$ cat src/ffha_pkg.sv
// ----------------------------------------------------------------------------
// ffha_pkg
// Shared types and constants of the first-fit heap allocator core.
// ----------------------------------------------------------------------------
package ffha_pkg;

    localparam int unsigned ARENA_BYTES      = 1048576;
    localparam int unsigned HEADER_BYTES     = 48;
    localparam int unsigned MAX_BLOCKS_DEF   = 64;
    localparam int unsigned ALIGN_BYTES      = 16;
    localparam int unsigned MIN_USEFUL_RESET = 32;

    localparam int unsigned ADDR_W = 21;
    localparam int unsigned NEED_W = ADDR_W + 1;
    localparam int unsigned CFG_W  = 11;
    localparam int unsigned THR_W  = 12;
    localparam int unsigned CNT_W  = 7;
    localparam int unsigned STAT_W = 3;

    localparam logic [ADDR_W-1:0] HDR_ADDR  = ADDR_W'(HEADER_BYTES);
    localparam logic [NEED_W-1:0] HDR_NEED  = NEED_W'(HEADER_BYTES);
    localparam logic [NEED_W-1:0] ALIGN_MSK = NEED_W'(ALIGN_BYTES - 1);

    typedef enum logic [STAT_W-1:0] {
        ST_OK      = 3'd0,
        ST_NULL    = 3'd1,
        ST_OOM     = 3'd2,
        ST_DOUBLE  = 3'd3,
        ST_UNKNOWN = 3'd4
    } t_status;

    typedef enum logic {
        CMD_ALLOC = 1'b0,
        CMD_FREE  = 1'b1
    } t_cmd;

    typedef struct packed {
        logic              vld;
        logic              is_free;
        logic [ADDR_W-1:0] start;
        logic [ADDR_W-1:0] bytes;
    } t_entry;

    localparam t_entry ENTRY_INIT = '{
        vld:     1'b1,
        is_free: 1'b1,
        start:   '0,
        bytes:   ADDR_W'(ARENA_BYTES - HEADER_BYTES)
    };

    typedef struct packed {
        t_cmd              cmd;
        logic [NEED_W-1:0] need;
        logic [NEED_W-1:0] need_h;
        logic [ADDR_W-1:0] faddr;
        logic [THR_W-1:0]  thr;
        logic              room;
    } t_req;

    typedef struct packed {
        logic              split;
        logic              merge;
        logic              take;
        logic              give;
        logic [ADDR_W-1:0] amount;
    } t_evt;

    typedef struct packed {
        logic              found;
        logic              dbl;
        logic [ADDR_W-1:0] addr;
        logic [ADDR_W-1:0] granted;
    } t_info;

endpackage

$ cat src/ffha_cell.sv
// ----------------------------------------------------------------------------
// ffha_cell
// One slot of the block table ring; loads its neighbor's entry on shift.
// ----------------------------------------------------------------------------
module ffha_cell
    import ffha_pkg::*;
#(
    parameter bit IS_HEAD = 1'b0
) (
    input  logic   i_clk,
    input  logic   i_rst_n,
    input  logic   i_shift,
    input  t_entry i_d,
    output t_entry o_q
);

    t_entry r_q;

    always_ff @(posedge i_clk) begin
        if (!i_rst_n) begin
            if (IS_HEAD) begin
                r_q <= ENTRY_INIT;
            end else begin
                r_q.vld <= 1'b0;
            end
        end else if (i_shift) begin
            r_q <= i_d;
        end
    end

    assign o_q = r_q;

endmodule

$ cat src/ffha_proc.sv
// ----------------------------------------------------------------------------
// ffha_proc
// Processing stage of the ring: first-fit search, split, free and merge,
// with a two-entry pending buffer that absorbs inserted and removed entries.
// ----------------------------------------------------------------------------
module ffha_proc
    import ffha_pkg::*;
(
    input  logic   i_clk,
    input  logic   i_rst_n,
    input  logic   i_start,
    input  logic   i_scan,
    input  logic   i_shift,
    input  t_req   i_req,
    input  t_entry i_e,
    output t_entry o_out,
    output t_evt   o_evt,
    output t_info  o_info,
    output logic   o_pend
);

    t_entry r_p, r_q, n_p, n_q;
    t_info  r_info, n_info;
    logic   r_merge_next, n_merge_next;

    t_entry            w_tail, w_m0, w_m1, w_n0, w_n1, w_l0, w_l1, w_l2, w_split_e;
    logic              w_act, w_fit, w_split, w_hit_a, w_hit_f, w_merge_pred;
    logic              w_merge_succ, w_merge;
    logic [NEED_W-1:0] w_rest;
    logic [ADDR_W-1:0] w_sum;

    assign w_act   = i_scan && i_e.vld;
    assign w_tail  = r_q.vld ? r_q : r_p;
    assign w_fit   = i_e.is_free && ({1'b0, i_e.bytes} >= i_req.need);
    assign w_rest  = {1'b0, i_e.bytes} - i_req.need;
    assign w_split = (w_rest > NEED_W'(i_req.thr)) && i_req.room;
    assign w_hit_a = w_act && (i_req.cmd == CMD_ALLOC) && !r_info.found && w_fit;
    assign w_hit_f = w_act && (i_req.cmd == CMD_FREE) && !r_info.found
                     && ((i_e.start + HDR_ADDR) == i_req.faddr);
    assign w_merge_pred = w_hit_f && !i_e.is_free && r_p.vld && w_tail.is_free;
    assign w_merge_succ = w_act && r_merge_next && i_e.is_free;
    assign w_merge = w_merge_pred || w_merge_succ;
    assign w_sum   = w_tail.bytes + i_e.bytes + HDR_ADDR;

    assign w_split_e = '{
        vld:     1'b1,
        is_free: 1'b1,
        start:   i_e.start + i_req.need_h[ADDR_W-1:0],
        bytes:   w_rest[ADDR_W-1:0] - HDR_ADDR
    };

    always_comb begin
        w_m0 = r_p;
        w_m1 = r_q;
        if (w_merge) begin
            if (r_q.vld) begin
                w_m1.bytes = w_sum;
            end else begin
                w_m0.bytes = w_sum;
            end
        end

        w_n0 = i_e;
        w_n1 = '0;
        if (i_scan) begin
            priority if (w_merge) begin
                w_n0 = '0;
            end else if (w_hit_a) begin
                w_n0.is_free = 1'b0;
                if (w_split) begin
                    w_n0.bytes = i_req.need[ADDR_W-1:0];
                    w_n1       = w_split_e;
                end
            end else if (w_hit_f) begin
                w_n0.is_free = 1'b1;
            end
        end

        priority if (!w_m0.vld) begin
            w_l0 = w_n0;
            w_l1 = w_n1;
            w_l2 = '0;
        end else if (!w_m1.vld) begin
            w_l0 = w_m0;
            w_l1 = w_n0;
            w_l2 = w_n1;
        end else begin
            w_l0 = w_m0;
            w_l1 = w_m1;
            w_l2 = w_n0;
        end

        if (!i_scan || w_l1.vld) begin
            o_out = w_l0;
            n_p   = w_l1;
            n_q   = w_l2;
        end else begin
            o_out = '0;
            n_p   = w_l0;
            n_q   = '0;
        end

        n_info = r_info;
        if (w_hit_a) begin
            n_info.found   = 1'b1;
            n_info.addr    = i_e.start + HDR_ADDR;
            n_info.granted = w_n0.bytes;
        end else if (w_hit_f) begin
            n_info.found = 1'b1;
            if (i_e.is_free) begin
                n_info.dbl = 1'b1;
            end else begin
                n_info.granted = i_e.bytes;
            end
        end

        n_merge_next = r_merge_next;
        if (w_act) begin
            n_merge_next = w_hit_f && !i_e.is_free;
        end
    end

    always_ff @(posedge i_clk) begin
        if (!i_rst_n) begin
            r_p.vld      <= 1'b0;
            r_q.vld      <= 1'b0;
            r_info.found <= 1'b0;
            r_info.dbl   <= 1'b0;
            r_merge_next <= 1'b0;
        end else if (i_start) begin
            r_p.vld      <= 1'b0;
            r_q.vld      <= 1'b0;
            r_info       <= '0;
            r_merge_next <= 1'b0;
        end else if (i_shift) begin
            r_p          <= n_p;
            r_q          <= n_q;
            r_info       <= n_info;
            r_merge_next <= n_merge_next;
        end
    end

    assign o_evt = '{
        split:  i_shift && w_hit_a && w_split,
        merge:  i_shift && w_merge,
        take:   i_shift && w_hit_a,
        give:   i_shift && w_hit_f && !i_e.is_free,
        amount: w_hit_a ? w_n0.bytes : i_e.bytes
    };
    assign o_info = r_info;
    assign o_pend = r_p.vld;

endmodule

$ cat src/first_fit_heap_allocator_core.sv
// ----------------------------------------------------------------------------
// first_fit_heap_allocator_core
// Sequence: a scan of every ring slot, then draining the pending buffer and
// rotating the ring back to the arena head; a null request skips these steps
// and goes straight to S_DONE.
// Flow: one request at a time, bounded by the ring rotation. A stalled
// response holds the core in S_DONE.
// Reset: one free block spans the arena, the split margin is 32.
// ----------------------------------------------------------------------------
module first_fit_heap_allocator_core
    import ffha_pkg::*;
#(
    parameter int unsigned MAX_BLOCKS = MAX_BLOCKS_DEF
) (
    input  logic             i_clk,
    input  logic             i_rst_n,
    input  logic             i_cfg_wr_en,
    input  logic [CFG_W-1:0] i_cfg_wr_data,
    input  logic             s_axis_tvalid,
    output logic             s_axis_tready,
    input  logic [47:0]      s_axis_tdata,  // request_size, free_address, zero pad
    input  logic             s_axis_tuser,  // command
    output logic             m_axis_tvalid,
    input  logic             m_axis_tready,
    output logic [71:0]      m_axis_tdata,  // address, granted_size, bytes_in_use,
                                            // block_count, zero pad
    output logic [STAT_W-1:0] m_axis_tuser  // status
);

    localparam int unsigned IDX_W = $clog2(MAX_BLOCKS);

    typedef enum logic [4:0] {
        S_IDLE  = 5'b00001,
        S_SCAN  = 5'b00010,
        S_FLUSH = 5'b00100,
        S_ALIGN = 5'b01000,
        S_DONE  = 5'b10000
    } t_state;

    t_state            r_state, n_state;
    logic [CFG_W-1:0]  r_min;
    logic [IDX_W-1:0]  r_cnt;
    t_cmd              r_cmd;
    logic              r_null;
    logic [NEED_W-1:0] r_need, r_need_h;
    logic [ADDR_W-1:0] r_faddr;
    logic [THR_W-1:0]  r_thr;
    logic [CNT_W-1:0]  r_used;
    logic [ADDR_W-1:0] r_total;
    logic              r_m_vld;
    logic [71:0]       r_m_data;
    logic [STAT_W-1:0] r_m_user;

    t_entry            w_cell [MAX_BLOCKS];
    t_entry            w_out;
    t_evt              w_evt;
    t_info             w_info;
    t_req              w_req;
    t_status           w_status;
    logic              w_accept, w_shift, w_head, w_pend, w_load;
    logic [NEED_W-1:0] w_need;
    logic [ADDR_W-1:0] w_req_size, w_faddr;

    assign w_req_size = s_axis_tdata[20:0];
    assign w_faddr    = s_axis_tdata[41:21];
    assign w_need     = ({1'b0, w_req_size} + ALIGN_MSK) & ~ALIGN_MSK;

    assign s_axis_tready = (r_state == S_IDLE);
    assign w_accept      = s_axis_tvalid && s_axis_tready;
    assign w_head        = w_cell[0].vld && (w_cell[0].start == '0);
    assign w_load        = (r_state == S_DONE) && (!r_m_vld || m_axis_tready);

    always_comb begin
        w_shift = 1'b0;
        unique case (r_state)
            S_SCAN:  w_shift = 1'b1;
            S_FLUSH: w_shift = w_pend;
            S_ALIGN: w_shift = !w_head;
            default: w_shift = 1'b0;
        endcase
    end

    assign w_req = '{
        cmd:    r_cmd,
        need:   r_need,
        need_h: r_need_h,
        faddr:  r_faddr,
        thr:    r_thr,
        room:   r_used < CNT_W'(MAX_BLOCKS)
    };

    for (genvar k = 0; k < MAX_BLOCKS; k++) begin : g_cell
        ffha_cell #(
            .IS_HEAD (k == 0)
        ) u_cell (
            .i_clk   (i_clk),
            .i_rst_n (i_rst_n),
            .i_shift (w_shift),
            .i_d     ((k == MAX_BLOCKS - 1) ? w_out : w_cell[(k + 1) % MAX_BLOCKS]),
            .o_q     (w_cell[k])
        );
    end

    ffha_proc u_proc (
        .i_clk   (i_clk),
        .i_rst_n (i_rst_n),
        .i_start (w_accept),
        .i_scan  (r_state == S_SCAN),
        .i_shift (w_shift),
        .i_req   (w_req),
        .i_e     (w_cell[0]),
        .o_out   (w_out),
        .o_evt   (w_evt),
        .o_info  (w_info),
        .o_pend  (w_pend)
    );

    always_comb begin
        n_state = r_state;
        unique case (r_state)
            S_IDLE: begin
                if (w_accept) begin
                    n_state = ((s_axis_tuser == CMD_ALLOC) ? (w_req_size == '0)
                                                           : (w_faddr == '0))
                              ? S_DONE : S_SCAN;
                end
            end
            S_SCAN: begin
                if (r_cnt == IDX_W'(MAX_BLOCKS - 1)) begin
                    n_state = S_FLUSH;
                end
            end
            S_FLUSH: begin
                if (!w_pend) begin
                    n_state = S_ALIGN;
                end
            end
            S_ALIGN: begin
                if (w_head) begin
                    n_state = S_DONE;
                end
            end
            S_DONE: begin
                if (w_load) begin
                    n_state = S_IDLE;
                end
            end
            default: n_state = S_IDLE;
        endcase
    end

    always_comb begin
        priority if (r_null) begin
            w_status = ST_NULL;
        end else if (!w_info.found) begin
            w_status = (r_cmd == CMD_ALLOC) ? ST_OOM : ST_UNKNOWN;
        end else if (w_info.dbl) begin
            w_status = ST_DOUBLE;
        end else begin
            w_status = ST_OK;
        end
    end

    always_ff @(posedge i_clk) begin
        if (!i_rst_n) begin
            r_state <= S_IDLE;
            r_min   <= CFG_W'(MIN_USEFUL_RESET);
            r_used  <= CNT_W'(1);
            r_total <= '0;
            r_m_vld <= 1'b0;
            r_cnt   <= '0;
        end else begin
            r_state <= n_state;
            if (i_cfg_wr_en) begin
                r_min <= i_cfg_wr_data;
            end
            if (r_state == S_SCAN) begin
                r_cnt <= r_cnt + IDX_W'(1);
            end else begin
                r_cnt <= '0;
            end
            if (w_evt.split) begin
                r_used <= r_used + CNT_W'(1);
            end else if (w_evt.merge) begin
                r_used <= r_used - CNT_W'(1);
            end
            if (w_evt.take) begin
                r_total <= r_total + w_evt.amount;
            end else if (w_evt.give) begin
                r_total <= r_total - w_evt.amount;
            end
            if (w_load) begin
                r_m_vld <= 1'b1;
            end else if (m_axis_tready) begin
                r_m_vld <= 1'b0;
            end
        end
    end

    always_ff @(posedge i_clk) begin
        if (w_accept) begin
            r_cmd    <= t_cmd'(s_axis_tuser);
            r_null   <= (s_axis_tuser == CMD_ALLOC) ? (w_req_size == '0) : (w_faddr == '0);
            r_need   <= w_need;
            r_need_h <= w_need + HDR_NEED;
            r_faddr  <= w_faddr;
            r_thr    <= THR_W'(HEADER_BYTES) + THR_W'(r_min);
        end
        if (w_load) begin
            r_m_user <= w_status;
            r_m_data <= {2'b00, r_used, r_total,
                         (w_status == ST_OK) ? w_info.granted : '0,
                         (w_status == ST_OK && r_cmd == CMD_ALLOC) ? w_info.addr : '0};
        end
    end

    assign m_axis_tvalid = r_m_vld;
    assign m_axis_tdata  = r_m_data;
    assign m_axis_tuser  = r_m_user;

    a_idle_aligned: assert property (@(posedge i_clk) disable iff (!i_rst_n)
        (r_state == S_IDLE) |-> w_head)
        else $error("ring not aligned to arena head while idle");

    a_idle_drained: assert property (@(posedge i_clk) disable iff (!i_rst_n)
        (r_state == S_IDLE) |-> !w_pend)
        else $error("pending buffer not drained while idle");

    a_count_range: assert property (@(posedge i_clk) disable iff (!i_rst_n)
        (r_used >= CNT_W'(1)) && (r_used <= CNT_W'(MAX_BLOCKS)))
        else $error("block count out of range");

    a_accept_busy: assert property (@(posedge i_clk) disable iff (!i_rst_n)
        w_accept |=> (r_state != S_IDLE))
        else $error("request accepted without leaving idle");

endmodule
$ cat config.mk
export PLATFORM = sky130hd
export DESIGN_NAME = first_fit_heap_allocator_core
export DESIGN_NICKNAME = d
export VERILOG_FILES = /design/src/ffha_pkg.sv /design/src/ffha_cell.sv /design/src/ffha_proc.sv /design/src/first_fit_heap_allocator_core.sv
export SDC_FILE = /design/constraint.sdc
export NUM_CORES = 2
export LEC_CHECK = 0
export ABC_AREA = 1
export BUFFER_PORTS_ARGS = -buffer_cell sky130_fd_sc_hd__buf_2
export CAP_MARGIN = 20
export CORE_ASPECT_RATIO = 0.75
export CORE_MARGIN = 10
export CORE_UTILIZATION = 40
export DETAILED_ROUTE_END_ITERATION = 10
export GPL_ROUTABILITY_DRIVEN = 0
export SYNTH_ARGS = -nofsm -noshare
export SYNTH_HDL_FRONTEND = slang
export SYNTH_SLANG_ARGS = --single-unit
$ cat constraint.sdc
create_clock -name i_clk -period 85.5 [get_ports i_clk]
set_input_delay 21.375 -clock i_clk [delete_from_list [all_inputs] [get_ports i_clk]]
set_output_delay 21.375 -clock i_clk [all_outputs]
set_load 0.01 [all_outputs]
Word-level counts from Yosys, hierarchy flattened
Index checks and enable logic that the tools add are counted.

Bitwise logic cells: 4. Multiplexer cells: 53. Magnitude comparators: 3. Reduce and logical (&&, ||, !) cells: 53. Add/sub/neg operators: 14. Eq/ne operators: 13.

Operators with widths (number): two-way mux 44 bit (13); two-way mux 21 bit (14); adder 21 bit (3); adder 21 x 6 -> 21 bit (second input constant) (3); zero test 21 bit (3); two-way mux 43 bit (1); two-way mux 42 bit (1); two-way mux 5 bit (6); one-hot mux 5 bit (5 select lines) (1); logical AND 1 bit (23); adder 21 x 4 -> 22 bit (second input constant) (1); >= comparator 21 x 22 -> 1 bit (1); greater-than comparator 22 x 12 -> 1 bit (1); subtractor 21 x 22 -> 22 bit (1); equality test 21 bit (1); subtractor 21 bit (1); subtractor 21 x 6 -> 21 bit (second input constant) (1); two-way mux 7 bit (2); adder 6 x 11 -> 12 bit (first input constant) (1); nonzero test 2 bit (6); AND reduction 2 bit (5); two-way mux 1 bit (9); two-way mux 3 bit (3); inequality test 2 bit (second input constant) (4); other kinds (23) (35).

Word-level logic and storage cells: 425. Output and inout port bits: 77. Flip-flop bits (word level): 3147.

Depth between registers and ports, before layout
Word-level depth: 15. Mapped depth: 50.

Cells and area by module
From an unflattened synthesis, not the netlist that was laid out.

Cells, all modules: 6784. Area total of the unflattened synthesis: 110225.7 sq um.

By module, submodules not included: ffha_cell (g_cell[10].u_cell ...) (instances 63, cells each 51, area each 1340.0 sq um); ffha_proc (instances 1, cells each 2234, area each 14313.7 sq um); first_fit_heap_allocator_core (instances 1, cells each 1092, area each 9774.4 sq um); ffha_cell (g_cell[0].u_cell) (instances 1, cells each 245, area each 1715.4 sq um).

Worst setup path before layout
No wires, ideal clock.

Path kind: input-to-reg. From: input port i_rst_n. To: register g_cell[10].u_cell.r_q (netlist bit g_cell[10].u_cell.o_q[0]), enable pin. Slack: 8.652 ns. Path buffers: 2. Arrival time: 73.844 ns. Stages: 4. Data required time: 82.496 ns. Cells stage by stage: clkbuf_1 -> clkbuf_1 -> nand2_1 -> inv_1.

Word-level cells in the longest chain between the ends: 1.

RTL lines: from (decl) (line first_fit_heap_allocator_core.sv:16) `input logic i_rst_n,`; AND reduction 2 bit (no line); to (signal assigned) (line ffha_cell.sv:27) `r_q <= i_d;`; to (decl) (line ffha_cell.sv:17) `t_entry r_q;`.

Every way passes these cells. A chain may end at the register's enable or synchronous reset.

Final worst setup path
From: input port i_rst_n. To: register g_cell[38].u_cell.r_q (netlist bit g_cell[38].u_cell.o_q[32]), enable pin.

Word-level cells in the longest chain between the ends: 1.

RTL lines (line): AND reduction 2 bit (no line); to (signal assigned) (ffha_cell.sv:27); to (decl) (ffha_cell.sv:17).

Every way passes these cells.

==> results.yml <==
run_status:
  status: "complete, no violations"
route:
  dr_total_vias: 48300
  wire_per_inst_microns: 18.4
  drc: 0
  first_iter_violations: 5614
  pre_repair_dr_iteration_count: 8
  detail_routed_via_count_per_cell: 4.85
  finalWirelength_microns: 183000
  antenna_left: 0
worst_hold_path:
  worstHoldPathCells: 0
  worst_hold_startpoint: "g_cell[46].u_cell.o_q[23]"
  holdPathEnd: "g_cell[45].u_cell.o_q[23]"
  worstHoldPathType: "reg -> reg"
floorplan:
  floorplan.die_area_sq_um: 287000
  fp-row-count: 163
  initial_utilization_pct: 40.3
  ios: 142
  core_area_sq_um: 264000
  horizontal_die_dimension_microns: 615
  die_h_microns: 467
placed_design:
  pre_cts_slack_ns: 56.40
  io_buffers: 133
  place_hpwl_microns: 110000
  dp.cells: 9448
timing:
  rsz0062_at_grt: "no"
  whs_ns: 0.366
  finalWorstPathRequiredPeriod_ns: 27.60
  hold_violations: 0
  worst_clock_skew_ns: 0.0691
  timing.slew.headroom_pct: 27.7
  fmax_ghz: 0.0362
  post-route-period-util_pct: 32.3
  finalSetupViolCount: 0
  fin_ws_ns: 57.90
  finalMaxSlewViolations: 0
  max_slew.worst_pin.slew_ns: 1.08
  totalNegativeSetupSlack_ns: 0
clocking:
  total_number_of_clock_tree_sinks: 3143
  path_clk_slew_ns: 0.06
  htree_levels: 5
  tritoncts: "built"
  post_cts_hold_buffer_count: 0
  worstSkewPairLatency_ns: 0.84
  cts_inserted_buffers: 283
  clk_root_buffer_cell: "sky130_fd_sc_hd__clkbuf_16"
  clk_path_buf_depth: 4
  cts_post_setup_buffers_inserted: 0
  ctsResizeCount: 0
worst_setup_path:
  worst-endpoint-required_ns: 85.91
  setup.reg_to_reg.worst_slack_ns: 76.91
  regToRegStartpoint: "r_need[6]"
  critPathCaptureType: "register"
  timing_worst_setup_path_type: "in -> reg"
  worstRegToRegCells: 45
  timing.critical_path.fanout_max: 129
  timing.critical_path.arrival_ns: 28.01
  r2r_end: "r_total[20]"
  start_kind: "primary input"
global_routing:
  gr-total-overflow: 0
  first_global_vias: 46300
  grt_antenna_before_repair: 16
  global_route_wire_length_before_repair_microns: 280000
  largest_net_degree_at_the_start_of_global_routing: 180
  total_global_route_track_usage_pct: 12.3
yosys:
  synth_top_family_by_area: "simple AND/OR/NAND/NOR gates"
  async_flop_share_pct: 0
  netlist-cell-type-count: 64
  synth_xor_xnor_area_share_pct: 0.865
  post_synth_fa_ha_maj_area_fraction_pct: 1.51
  synth_compound_gate_area_share_pct: 3.31
  yosys_most_used_dff: "sky130_fd_sc_hd__edfxtp_1"
  synthesis.yosys.warnings: 0
  syn_area_per_cell_sq_um: 18.2
  yosysSeqAreaShare_pct: 87.2
  postSynthCellCount: 5829
  postSynthRegisterBits: 3143
  synthesis.area_sq_um: 106000
  count_of_flip_flops_with_a_built_in_enable_after_synthesis: 2980
  synthMuxAreaShare_pct: 0.0188
  synth_simple_gate_area_share_pct: 5.16
run:
  maxCapViolCount: 0
power_and_ir_drop:
  irDropWorstVdd_mv: 0.0179
  leakagePower_nw: 38.4
  power_w: 0.00337
  pwr_density_nw_per_um2: 27.9
finish:
  layout.cells.non_filler: 9956
  finish.net_count: 6385
  area_growth_pct: 13.4
  drive_gt1_share_pct: 10.3
-- registers in the layout (all words and copies together), names as in the netlist --
signal / cells
r_cmd: 1
m_axis_tuser: 3
u_proc.o_pend: 1
r_thr: 12
r_need: 18
u_proc.r_merge_next: 1
u_proc.r_q: 44
r_null: 1
r_state: 5
r_used: 7
r_faddr: 21
m_axis_tdata: 70
r_min: 11
r_total: 21
r_need_h: 17
r_cnt: 6
u_proc.r_p: 43
g_cell.u_cell.o_q: 2816
m_axis_tvalid: 1
u_proc.o_info: 44
-- worst max-delay path, cell delays in order --
cell	delay, ns
sky130_fd_sc_hd__buf_4	0.57
sky130_fd_sc_hd__nand2_1	0.38
sky130_fd_sc_hd__inv_8	0.72
sky130_fd_sc_hd__buf_4	0.68
sky130_fd_sc_hd__buf_4	0.84
sky130_fd_sc_hd__buf_4	0.42
sky130_fd_sc_hd__buf_16	0.32
sky130_fd_sc_hd__buf_4	0.80
sky130_fd_sc_hd__buf_4	0.55
sky130_fd_sc_hd__buf_16	0.33
sky130_fd_sc_hd__buf_4	0.70
-- where the power goes --
group	switching, W	internal [W]	total, W
logic	0.000236	0.0000838	0.000320
clock network	0.000521	0.000692	0.00121
registers	0.0000369	0.00180	0.00184
total	0.000794	0.00258	0.00337
-- area by class of cell --
| class | count | area (sq um) |
|---|---|---|
| Clock buffer | 358 | 7700 |
| Clock inverter | 139 | 1160 |
| Fill cell | 22100 | 143000 |
| Timing Repair Buffer | 203 | 1370 |
| Multi-Input combinational cell | 2154 | 11600 |
| Inverter | 410 | 1550 |
| Tap cell | 3547 | 4440 |
| Sequential cell | 3143 | 92800 |
| Antenna cell | 2 | 5.00 |
-- per-layer routing --
metal,GRT usage (%),vias up,wire (microns)
met5,0,-,13
met4,3.98,2,5480
met3,2.87,377,13500
met2,17.5,1612,78100
li1,-,22300,-
met1,18.8,24000,86300
-- cell usage after synthesis (41+ instances only) --
cell type | count | area [sq um]
sky130_fd_sc_hd__a21oi_1 | 172 | 861
sky130_fd_sc_hd__clkbuf_1 | 93 | 349
sky130_fd_sc_hd__dfxtp_1 | 163 | 3260
sky130_fd_sc_hd__edfxtp_1 | 2980 | 89500
sky130_fd_sc_hd__ha_1 | 120 | 1500
sky130_fd_sc_hd__inv_1 | 400 | 1500
sky130_fd_sc_hd__nand2_1 | 601 | 2260
sky130_fd_sc_hd__nand3_1 | 126 | 631
sky130_fd_sc_hd__nor2_1 | 427 | 1600
sky130_fd_sc_hd__nor3_1 | 41 | 205
sky130_fd_sc_hd__o21ai_0 | 249 | 1250
sky130_fd_sc_hd__o22ai_1 | 42 | 263
sky130_fd_sc_hd__xor2_1 | 69 | 604
-- placed cells by master (no fill, tap or decap), types with 12 or more instances in the layout --
master	netlist	routed
sky130_fd_sc_hd__edfxtp_1	2980	2980
sky130_fd_sc_hd__nand2_1	601	600
sky130_fd_sc_hd__nor2_1	427	424
sky130_fd_sc_hd__inv_1	400	398
sky130_fd_sc_hd__clkbuf_16	0	293
sky130_fd_sc_hd__o21ai_0	249	248
sky130_fd_sc_hd__a21oi_1	172	171
sky130_fd_sc_hd__dfxtp_1	163	162
sky130_fd_sc_hd__buf_2	14	132
sky130_fd_sc_hd__nand3_1	126	126
sky130_fd_sc_hd__ha_1	120	120
sky130_fd_sc_hd__xor2_1	69	69
sky130_fd_sc_hd__buf_4	3	61
sky130_fd_sc_hd__clkinv_2	0	55
sky130_fd_sc_hd__clkbuf_1	93	53
sky130_fd_sc_hd__clkinv_1	4	51
sky130_fd_sc_hd__o22ai_1	42	42
sky130_fd_sc_hd__nor3_1	41	41
sky130_fd_sc_hd__xnor2_1	36	36
sky130_fd_sc_hd__a22oi_1	34	34
sky130_fd_sc_hd__o211ai_1	29	29
sky130_fd_sc_hd__nand4_1	26	26
sky130_fd_sc_hd__nand3b_1	18	18
sky130_fd_sc_hd__bufinv_16	0	18
sky130_fd_sc_hd__nor4_1	17	16
sky130_fd_sc_hd__o21ai_1	13	14
sky130_fd_sc_hd__clkbuf_8	0	12
-- worst max path at each step --
stage / from / endpoint / slack (ns) / cells past startpoint
after detailed placement: i_rst_n / g_cell[44].u_cell.o_q[27] / 56.40 / 9
after global routing: i_rst_n / g_cell[39].u_cell.o_q[32] / 57.37 / 11
after CTS: i_rst_n / g_cell[41].u_cell.o_q[32] / 57.36 / 9
after global placement: i_rst_n / g_cell[42].u_cell.o_q[27] / 56.66 / 9
final: i_rst_n / g_cell[38].u_cell.o_q[32] / 57.90 / 11
after floorplan: i_rst_n / g_cell[10].u_cell.o_q[0] / 8.65 / 4
-- kinds of logic after synthesis --
kind of cell | after synthesis
xor gates and xnor gates | 105
other | 1
and+or+nand+nor | 1306
adders and majority gates | 125
AOI/OAI and AO/OA | 614
buffers and inverters | 533
DFF | 3143
muxes | 2
-- through the flow --
stage	utilization, %	area, sq um
3_5_place_dp	42.3	111000
5_1_grt	45.7	121000
2_1_floorplan	-	106000
6_report	45.7	121000
3_3_place_gp	42.3	111000
4_1_cts	45.6	120000
Power figures use the tool's default switching activity.
